===== src/fpr_pkg.sv =====
// ----------------------------------------------------------------------------
// fpr_pkg
// Types and constants shared by the framed packet receiver.
// ----------------------------------------------------------------------------
package fpr_pkg;

  typedef enum logic [1:0] {
    PH_WAIT    = 2'd0,
    PH_HEADER  = 2'd1,
    PH_PAYLOAD = 2'd2,
    PH_FOOTER  = 2'd3
  } phase_t;

  typedef enum logic [2:0] {
    ST_OK        = 3'd0,
    ST_BAD_END   = 3'd1,
    ST_BAD_MODULE = 3'd2,
    ST_TOO_LONG  = 3'd3,
    ST_CHECKSUM  = 3'd4
  } status_t;

  localparam logic [1:0] REG_START_SYMBOL  = 2'd0;
  localparam logic [1:0] REG_END_SYMBOL    = 2'd1;
  localparam logic [1:0] REG_MAX_PAYLOAD   = 2'd2;
  localparam logic [1:0] REG_MAX_MODULE_ID = 2'd3;

  localparam int CNT_W      = 11;
  localparam int IDX_W      = 10;
  localparam int CFG_IDX_W  = 8;
  localparam int CFG_DATA_W = 11;
  localparam int OUT_DATA_W = 56;

  localparam logic [CNT_W-1:0] HDR_MODULE  = 11'd1;
  localparam logic [CNT_W-1:0] HDR_COMMAND = 11'd2;
  localparam logic [CNT_W-1:0] HDR_LEN_HI  = 11'd3;

  localparam logic KIND_PAYLOAD = 1'b0;
  localparam logic KIND_STATUS  = 1'b1;

endpackage


===== src/framed_packet_receiver_core.sv =====
// ----------------------------------------------------------------------------
// framed_packet_receiver_core
// Byte-stream packet deframer with 16-bit two's-complement checksum check.
// ----------------------------------------------------------------------------
// Takes one byte per cycle with no bubbles: each accepted byte updates the
// frame state and, when it produces a result, loads the single output
// register in the same cycle. The input is stalled only while that output
// register holds a result the sink has not taken. Each payload byte yields a
// payload transaction (tuser 0); each frame yields one status transaction
// (tuser 1), either right after the header when the length is too large or
// after the end byte.
module framed_packet_receiver_core
  import fpr_pkg::*;
#(
  parameter int MAX_PAYLOAD_BYTES = 1024
) (
  input  logic                  clk,
  input  logic                  rst,
  input  logic                  s_axis_tvalid,
  output logic                  s_axis_tready,
  input  logic [7:0]            s_axis_tdata,   // [7:0] data_byte
  output logic                  m_axis_tvalid,
  input  logic                  m_axis_tready,
  // [7:0] payload_byte, [17:8] payload_index, [25:18] module_id,
  // [33:26] command, [49:34] length, [52:50] status, [55:53] zero
  output logic [OUT_DATA_W-1:0] m_axis_tdata,
  output logic                  m_axis_tuser,   // [0] kind
  input  logic                  cfg_valid,
  output logic                  cfg_ready,
  input  logic [CFG_IDX_W-1:0]  cfg_index,
  input  logic [CFG_DATA_W-1:0] cfg_data
);

  localparam logic [15:0] LIMIT_CAP = 16'(MAX_PAYLOAD_BYTES);

  logic [7:0]       start_symbol;
  logic [7:0]       end_symbol;
  logic [10:0]      max_payload;
  logic [7:0]       max_module_id;

  phase_t           phase, phase_next;
  logic [CNT_W-1:0] byte_count, byte_count_next;
  logic [15:0]      payload_length, payload_length_next;
  logic [15:0]      running_sum, running_sum_next;
  logic [7:0]       held_module, held_module_next;
  logic [7:0]       held_command, held_command_next;
  logic [7:0]       checksum_high, checksum_high_next;

  logic             emit;
  logic             emit_kind;
  logic [2:0]       emit_status;
  logic             in_fire;
  logic [7:0]       b;
  logic [15:0]      limit;
  logic [CNT_W-1:0] count_inc;

  assign cfg_ready     = 1'b1;
  assign s_axis_tready = !m_axis_tvalid || m_axis_tready;
  assign in_fire       = s_axis_tvalid && s_axis_tready;
  assign b             = s_axis_tdata;
  assign count_inc     = byte_count + 1'b1;
  assign limit         = ({5'd0, max_payload} > LIMIT_CAP) ? LIMIT_CAP : {5'd0, max_payload};

  always_ff @(posedge clk) begin
    if (rst) begin
      start_symbol  <= 8'd1;
      end_symbol    <= 8'd4;
      max_payload   <= 11'd1024;
      max_module_id <= 8'd255;
    end else if (cfg_valid && cfg_ready) begin
      case (cfg_index)
        CFG_IDX_W'(REG_START_SYMBOL):  start_symbol  <= cfg_data[7:0];
        CFG_IDX_W'(REG_END_SYMBOL):    end_symbol    <= cfg_data[7:0];
        CFG_IDX_W'(REG_MAX_PAYLOAD):   max_payload   <= cfg_data;
        CFG_IDX_W'(REG_MAX_MODULE_ID): max_module_id <= cfg_data[7:0];
        default: ;
      endcase
    end
  end

  always_comb begin
    phase_next          = phase;
    byte_count_next     = byte_count;
    payload_length_next = payload_length;
    running_sum_next    = running_sum;
    held_module_next    = held_module;
    held_command_next   = held_command;
    checksum_high_next  = checksum_high;
    emit                = 1'b0;
    emit_kind           = KIND_PAYLOAD;
    emit_status         = ST_OK;
    case (phase)
      PH_WAIT: begin
        if (b == start_symbol) begin
          running_sum_next = {8'd0, b};
          byte_count_next  = HDR_MODULE;
          phase_next       = PH_HEADER;
        end
      end
      PH_HEADER: begin
        running_sum_next = running_sum + {8'd0, b};
        byte_count_next  = count_inc;
        if (byte_count == HDR_MODULE) begin
          held_module_next = b;
        end else if (byte_count == HDR_COMMAND) begin
          held_command_next = b;
        end else if (byte_count == HDR_LEN_HI) begin
          payload_length_next = {b, 8'd0};
        end else begin
          payload_length_next = {payload_length[15:8], b};
          byte_count_next     = '0;
          if (payload_length_next > limit) begin
            phase_next  = PH_WAIT;
            emit        = 1'b1;
            emit_kind   = KIND_STATUS;
            emit_status = (held_module > max_module_id) ? ST_BAD_MODULE : ST_TOO_LONG;
          end else if (payload_length_next == 16'd0) begin
            phase_next = PH_FOOTER;
          end else begin
            phase_next = PH_PAYLOAD;
          end
        end
      end
      PH_PAYLOAD: begin
        running_sum_next = running_sum + {8'd0, b};
        emit             = 1'b1;
        byte_count_next  = count_inc;
        if ({5'd0, count_inc} >= payload_length) begin
          byte_count_next = '0;
          phase_next      = PH_FOOTER;
        end
      end
      PH_FOOTER: begin
        if (byte_count == '0) begin
          checksum_high_next = b;
          byte_count_next    = CNT_W'(1);
        end else if (byte_count == CNT_W'(1)) begin
          running_sum_next = running_sum + {checksum_high, b};
          byte_count_next  = CNT_W'(2);
        end else begin
          phase_next      = PH_WAIT;
          byte_count_next = '0;
          emit            = 1'b1;
          emit_kind       = KIND_STATUS;
          if (b != end_symbol) begin
            emit_status = ST_BAD_END;
          end else if (held_module > max_module_id) begin
            emit_status = ST_BAD_MODULE;
          end else if (running_sum != 16'd0) begin
            emit_status = ST_CHECKSUM;
          end else begin
            emit_status = ST_OK;
          end
        end
      end
      default: phase_next = PH_WAIT;
    endcase
  end

  always_ff @(posedge clk) begin
    if (rst) begin
      phase          <= PH_WAIT;
      byte_count     <= '0;
      payload_length <= '0;
      running_sum    <= '0;
      held_module    <= '0;
      held_command   <= '0;
      checksum_high  <= '0;
    end else if (in_fire) begin
      phase          <= phase_next;
      byte_count     <= byte_count_next;
      payload_length <= payload_length_next;
      running_sum    <= running_sum_next;
      held_module    <= held_module_next;
      held_command   <= held_command_next;
      checksum_high  <= checksum_high_next;
    end
  end

  always_ff @(posedge clk) begin
    if (rst) begin
      m_axis_tvalid <= 1'b0;
    end else if (in_fire) begin
      m_axis_tvalid <= emit;
    end else if (m_axis_tready) begin
      m_axis_tvalid <= 1'b0;
    end
  end

  always_ff @(posedge clk) begin
    if (in_fire && emit) begin
      m_axis_tuser <= emit_kind;
      m_axis_tdata <= {3'd0, emit_status, payload_length_next, held_command_next,
                       held_module_next,
                       (emit_kind == KIND_PAYLOAD) ? byte_count[IDX_W-1:0] : {IDX_W{1'b0}},
                       (emit_kind == KIND_PAYLOAD) ? b : 8'd0};
    end
  end

`ifndef SYNTH
  a_payload_status_ok: assert property (@(posedge clk) disable iff (rst)
    (m_axis_tvalid && m_axis_tuser == KIND_PAYLOAD) |-> (m_axis_tdata[52:50] == ST_OK))
    else $error("payload transaction carries nonzero status");

  a_wait_count_clear: assert property (@(posedge clk) disable iff (rst)
    (phase == PH_WAIT) |-> (byte_count == '0))
    else $error("byte count not cleared while hunting for start");

  a_payload_in_range: assert property (@(posedge clk) disable iff (rst)
    (phase == PH_PAYLOAD) |-> ({5'd0, byte_count} < payload_length))
    else $error("payload index beyond header length");

  a_payload_emits: assert property (@(posedge clk) disable iff (rst)
    (in_fire && phase == PH_PAYLOAD) |=> (m_axis_tvalid && m_axis_tuser == KIND_PAYLOAD))
    else $error("payload byte produced no result");
`endif

endmodule

===== config.mk =====
export PLATFORM = sky130hd
export DESIGN_NAME = framed_packet_receiver_core
export DESIGN_NICKNAME = d
export VERILOG_FILES = /design/src/fpr_pkg.sv /design/src/framed_packet_receiver_core.sv
export SDC_FILE = /design/constraint.sdc
export NUM_CORES = 1
export LEC_CHECK = 0
export BUFFER_PORTS_ARGS = -buffer_cell sky130_fd_sc_hd__buf_4
export CAP_MARGIN = 40
export CORE_UTILIZATION = 44
export CTS_CLUSTER_DIAMETER = 50
export DETAILED_ROUTE_END_ITERATION = 8
export GPL_TIMING_DRIVEN = 0
export PLACE_DENSITY = 0.71
export SYNTH_ARGS = -nofsm -noshare
export SYNTH_HDL_FRONTEND = slang
export SYNTH_SLANG_ARGS = --single-unit

===== constraint.sdc =====
create_clock -name clk -period 5.2 [get_ports clk]
set_input_delay 0 -clock clk [delete_from_list [all_inputs] [get_ports clk]]
set_output_delay 0 -clock clk [all_outputs]
set_load 0.01 [all_outputs]

### Yosys cells after proc, flatten, opt, wreduce, memory -nomap -nowiden

Cells that the tools add are included.

* register bits: 159
* input bits: 32
* output and inout port bits: 60
* logic and storage cells: 113

* add/sub/neg operators: 3
* magnitude comparators: 4
* eq/ne operators: 19
* muxes and demuxes: 53
* reduce and logical (&&, ||, !) cells: 19

Operators with widths (number)
* two-way mux 16 bit: 7
* two-way mux 11 bit: 6
* case mux 16 bit (3 select lines): 1
* case mux 11 bit (4 select lines): 1
* two-way mux 8 bit: 5
* two-way mux 2 bit: 14
* equality test 11 x 2 -> 1 bit (second input constant): 2
* adder 16 bit: 1
* adder 16 x 8 -> 16 bit: 1
* equality test 8 x 2 -> 1 bit (second input constant): 2
* greater-or-equal comparator 11 x 16 -> 1 bit: 1
* > comparator 16 x 11 -> 1 bit: 1
* logical NOT 16 bit: 1
* != test 2 bit (second input constant): 8
* nonzero test 16 bit: 1
* two-way mux 3 bit: 5
* adder 11 x 1 -> 11 bit (second input constant): 1
* equality test 11 x 1 -> 1 bit (second input constant): 1
* > comparator 11 bit (second input constant): 1
* logical NOT 11 bit: 1
* two-way mux 1 bit: 10
* AND reduction 2 bit: 5
* equality test 8 x 1 -> 1 bit (second input constant): 1
* equality test 8 bit: 1
* other kinds (18): 20

### Longest topological paths before layout

* depth after elaboration: 9
* depth in mapped cells: 15

### Least setup slack after synthesis

OpenSTA, ideal clock, no wires.

* path kind: reg-to-reg
* start point: reg max_payload[10]
* end point: reg m_axis_tdata[0] (enable)
* library setup time: 484 ps
* arrival time: 4337 ps
* required time: 4716 ps
* setup slack: 379 ps
* cell stages (with the launch flop): 11
* path buffers: 1
* cells stage by stage: dfxtp_1 -> clkinv_1 -> nand2_1 -> ha_1 -> nand4_1 -> nor3_1 -> a31oi_1 -> o22a_1 -> a21oi_2 -> clkbuf_1 -> a21oi_1

* longest elaborated chain between the ends: 9

RTL lines
* from (decl): RTL line framed_packet_receiver_core.sv:38 `logic [10:0] max_payload;`
* from (signal assigned): RTL line framed_packet_receiver_core.sv:74 `CFG_IDX_W'(REG_MAX_PAYLOAD): max_payload <= cfg_data;`
* > comparator 11 bit: RTL line framed_packet_receiver_core.sv:62 `assign limit = ({5'd0, max_payload} > LIMIT_CAP) ? LIMIT_CAP : {5'd0, max_payload};`
* two-way mux 11 bit (*): RTL line framed_packet_receiver_core.sv:62
* > comparator 16 x 11 -> 1 bit (*): RTL line framed_packet_receiver_core.sv:112 `if (payload_length_next > limit) begin`
* two-way mux 1 bit (*): RTL line framed_packet_receiver_core.sv:112
* two-way mux 1 bit (*): RTL line framed_packet_receiver_core.sv:107 `end else if (byte_count == HDR_LEN_HI) begin`
* two-way mux 1 bit (*): RTL line framed_packet_receiver_core.sv:105 `end else if (byte_count == HDR_COMMAND) begin`
* two-way mux 1 bit (*): RTL line framed_packet_receiver_core.sv:103 `if (byte_count == HDR_MODULE) begin`
* case mux 1 bit (3 select lines) (*): RTL line framed_packet_receiver_core.sv:92 `case (phase)`
* logical AND 1 bit (*): RTL line framed_packet_receiver_core.sv:191 `if (in_fire && emit) begin`
* to (signal assigned): RTL line framed_packet_receiver_core.sv:193 `m_axis_tdata <= {3'd0, emit_status, payload_length_next, held_command_next,`
* to (decl): RTL line framed_packet_receiver_core.sv:26 `output logic [OUT_DATA_W-1:0] m_axis_tdata,`

Mark *: on every way between the ends. The rest lies on a longest branch, timed or not.
A chain may end at the register's enable or synchronous reset.

### Final worst setup path

* start point: reg byte_count[0]
* end point: reg byte_count[3]

* longest elaborated chain between the ends: 5

RTL lines
* from (decl): RTL line framed_packet_receiver_core.sv:42 `logic [CNT_W-1:0] byte_count, byte_count_next;`
* from (signal assigned): RTL line framed_packet_receiver_core.sv:171 `byte_count <= byte_count_next;`
* branches (longest 4 deep; another with greater-or-equal comparator 11 x 16 -> 1 bit)
* case mux 11 bit (4 select lines) (*): RTL line framed_packet_receiver_core.sv:92

Every way passes the cells marked *.

==> impl_metrics.json <==
{
  "syn_avg_cell_area_um2": 9.71,
  "power_density_nw_per_um2": 260,
  "hpwl_um": 15000,
  "std_cell_rows": 50,
  "io_pins": 92,
  "placed_cells": 1187,
  "fin_crit_ns": 3.50,
  "crit_type": "reg -> reg",
  "final_cells": 1238,
  "grt_pass1_wl_um": 32900,
  "dr_total_vias": 6781,
  "die-area_um2": 19600,
  "async_flop_share_pct": 0,
  "die_y_um": 140,
  "detail-route-antenna-nets": 0,
  "outcome": "finished, final reports clean",
  "dpl_cell_area_um2": 9390,
  "drive_gt1_share_pct": 17.6,
  "insertedDiodeCount": 0,
  "ys_ff_latch": 159,
  "cts_tree": "built",
  "cp.arrival_ns": 3.86,
  "maxCapViolCount": 0,
  "n_fill_cell": 1654,
  "peakVddDrop_mv": 0.236,
  "grtUsageTotal_pct": 21.7,
  "drc": 0,
  "final_common_cell": "nor2_1",
  "critPathMaxFanout": 10,
  "cp-start-kind": "flip-flop",
  "synth_seq_area_share_pct": 44.5,
  "worstMarginPinSlew_ns": 0.668,
  "rsz0062_at_grt": "false",
  "hold_viol_final": 0,
  "die_w_um": 140,
  "regArea_um2": 3720,
  "cts-root-buf": "clkbuf_16",
  "cp.required_ns": 5.56,
  "final_cell_mix": "nor2_1, dfxtp_1, buf_4",
  "overflow": 0,
  "rrSetupSlack_ns": 1.70,
  "finalPower_mw": 2.64,
  "fmax_ghz": 0.286,
  "synth_top_cell_by_area": "dfxtp_1",
  "syn_inst": 862,
  "synth_top_area_share_pct": 25.1,
  "synth_warnings": 0,
  "vias_per_cell": 5.48,
  "synth_cell_types": 81,
  "clk_path_buf_depth": 2,
  "finalWeightedCongestion": 0.833,
  "grt_start_max_net_pins": 23,
  "grt_pass1_vias": 6407,
  "end_kind": "flip-flop",
  "drt_pre_antenna_iters": 5,
  "htreeDepth": 4,
  "cts_resized": 0,
  "start_util_pct": 44.9,
  "clock_insertion_delay_worst_skew_ns": 0.44,
  "drt_iter0_drc": 445,
  "wl_um": 20800,
  "timing.final.crit_share_pct": 67.3,
  "finClkSkew_ns": 0.00924,
  "clkTransAtPathRegs_ns": 0.06,
  "routedWlPerCell_um": 16.8,
  "port_buffers": 87,
  "multiInputGateArea_um2": 4260,
  "setup_viol": 0,
  "cts-buffers-inserted": 17,
  "antenna_found_initial": 0,
  "synth_edf_count": 54,
  "utilization_pct": 54.5,
  "hp-class": "in -> reg",
  "nets": 1073,
  "syn_area_um2": 8370,
  "area.growth.synth_to_final_pct": 21.4,
  "slew_headroom_pct": 55.1,
  "synthFlopType": "dfxtp_1",
  "post-place-ws_ns": 1.71,
  "cts-hold-fix-buffers": 19,
  "worst_slack_ns": 1.70,
  "drv_slew": 0,
  "cts_num_sinks": 159,
  "finalInstanceArea_um2": 10200,
  "core_area_um2": 18600,
  "power_leakage_nw": 4.48,
  "postCtsSetupBuffers": 0,
  "synth_area_leaders": "dfxtp_1, edfxtp_1, ha_1"
}
-- logic make-up after synthesis --
logic type,Yosys count,share of synthesized area (%)
compound gates,162,13.2
flops,159,44.5
mux,68,8.43
other cells,2,0.0897
buf+inv,87,4.77
simple gates,302,18.1
fa+ha+maj,50,7.57
xor+xnor,32,3.35
-- critical path, cell delays in order, from the launching register on --
cell	delay, ns
dfxtp_1	0.45
ha_1	0.18
clkbuf_1	0.34
nand2_1	0.10
nor2_1	0.20
and3_1	0.21
nor2b_1	0.06
or2_2	0.31
ha_1	0.18
a21o_1	0.17
a21o_1	0.16
a21oi_1	0.26
and3b_1	0.19
clkbuf_1	0.30
o21ai_0	0.16
a21oi_1	0.16
-- where the power goes --
| part | internal (mW) | total, mW | switching, mW |
|---|---|---|---|
| Sequential | 1.28 | 1.28 | 0.000927 |
| Combinational | 0.0508 | 0.127 | 0.0757 |
| Clock | 0.676 | 1.23 | 0.559 |
-- layer usage --
| layer | wire, um | GRT usage [%] | up-vias |
|---|---|---|---|
| met2 | 9740 | 35.5 | 198 |
| met1 | 9660 | 28.5 | 3221 |
| li1 | - | - | 3332 |
| met4 | 388 | 7.11 | 0 |
| met3 | 1020 | 4.44 | 30 |
| met5 | 0 | 0 | - |
-- worst paths after layout --
kind	from	endpoint	cells past startpoint
max reg2reg	byte_count[0]	byte_count[3]	15
min	rst	flip-flop	4
min reg2reg	max_module_id[4]	max_module_id[4]	1
max	byte_count[0]	byte_count[3]	15
-- flip-flops by register name, summed over array words and instances (netlist names), 8 cells and up, named ones only --
| signal | cells |
|---|---|
| payload_length | 16 |
| running_sum | 16 |
| m_axis_tdata | 53 |
| start_symbol | 8 |
| held_command | 8 |
| held_module | 8 |
| byte_count | 11 |
| checksum_high | 8 |
| max_payload | 11 |
| end_symbol | 8 |
| max_module_id | 8 |
-- through the flow --
stage | setup TNS, ns | hold slack, ns
detailed placement | 0 | 0.233
global route | 0 | 0.0646
floorplan | 0 | 0.118
finish | 0 | 0.0322
global placement | -66.03 | 0.233
CTS | 0 | 0.0297
-- synth_stat cells, drive strengths merged (2+ instances only) --
| cell type | instances |
|---|---|
| a211o | 12 |
| a311oi | 6 |
| nor4 | 13 |
| mux2i | 48 |
| or2 | 4 |
| o21bai | 2 |
| nand4 | 8 |
| xor2 | 23 |
| nor2 | 121 |
| and4 | 3 |
| nor3 | 12 |
| buf | 12 |
| o2111ai | 2 |
| nand2 | 56 |
| nand2b | 8 |
| a22oi | 10 |
| conb | 2 |
| o211ai | 3 |
| a21oi | 46 |
| ha | 49 |
| or3 | 2 |
| mux2 | 20 |
| inv | 39 |
| o21ai | 26 |
| a211oi | 4 |
| a21o | 12 |
| o22ai | 2 |
| or4 | 2 |
| clkbuf | 35 |
| nor3b | 5 |
| dfxtp | 105 |
| and3 | 12 |
| o21a | 8 |
| nor2b | 13 |
| a22o | 8 |
| xnor2 | 9 |
| and2 | 20 |
| a2111oi | 2 |
| nand3b | 3 |
| nand3 | 16 |
| o2bb2ai | 2 |
| a31oi | 4 |
| edfxtp | 54 |
-- cell type report --
| class | count | share of cell area [%] |
|---|---|---|
| multi-input cells | 618 | 42.0 |
| clock inverters | 14 | 1.47 |
| plain buffers | 47 | 2.45 |
| well taps | 234 | 2.88 |
| clock buffers | 18 | 4.23 |
| inverters | 40 | 1.48 |
| repair buffers | 108 | 8.85 |
| flip-flops and latches | 159 | 36.7 |
Note: power is estimated with default switching activity, not from simulation.
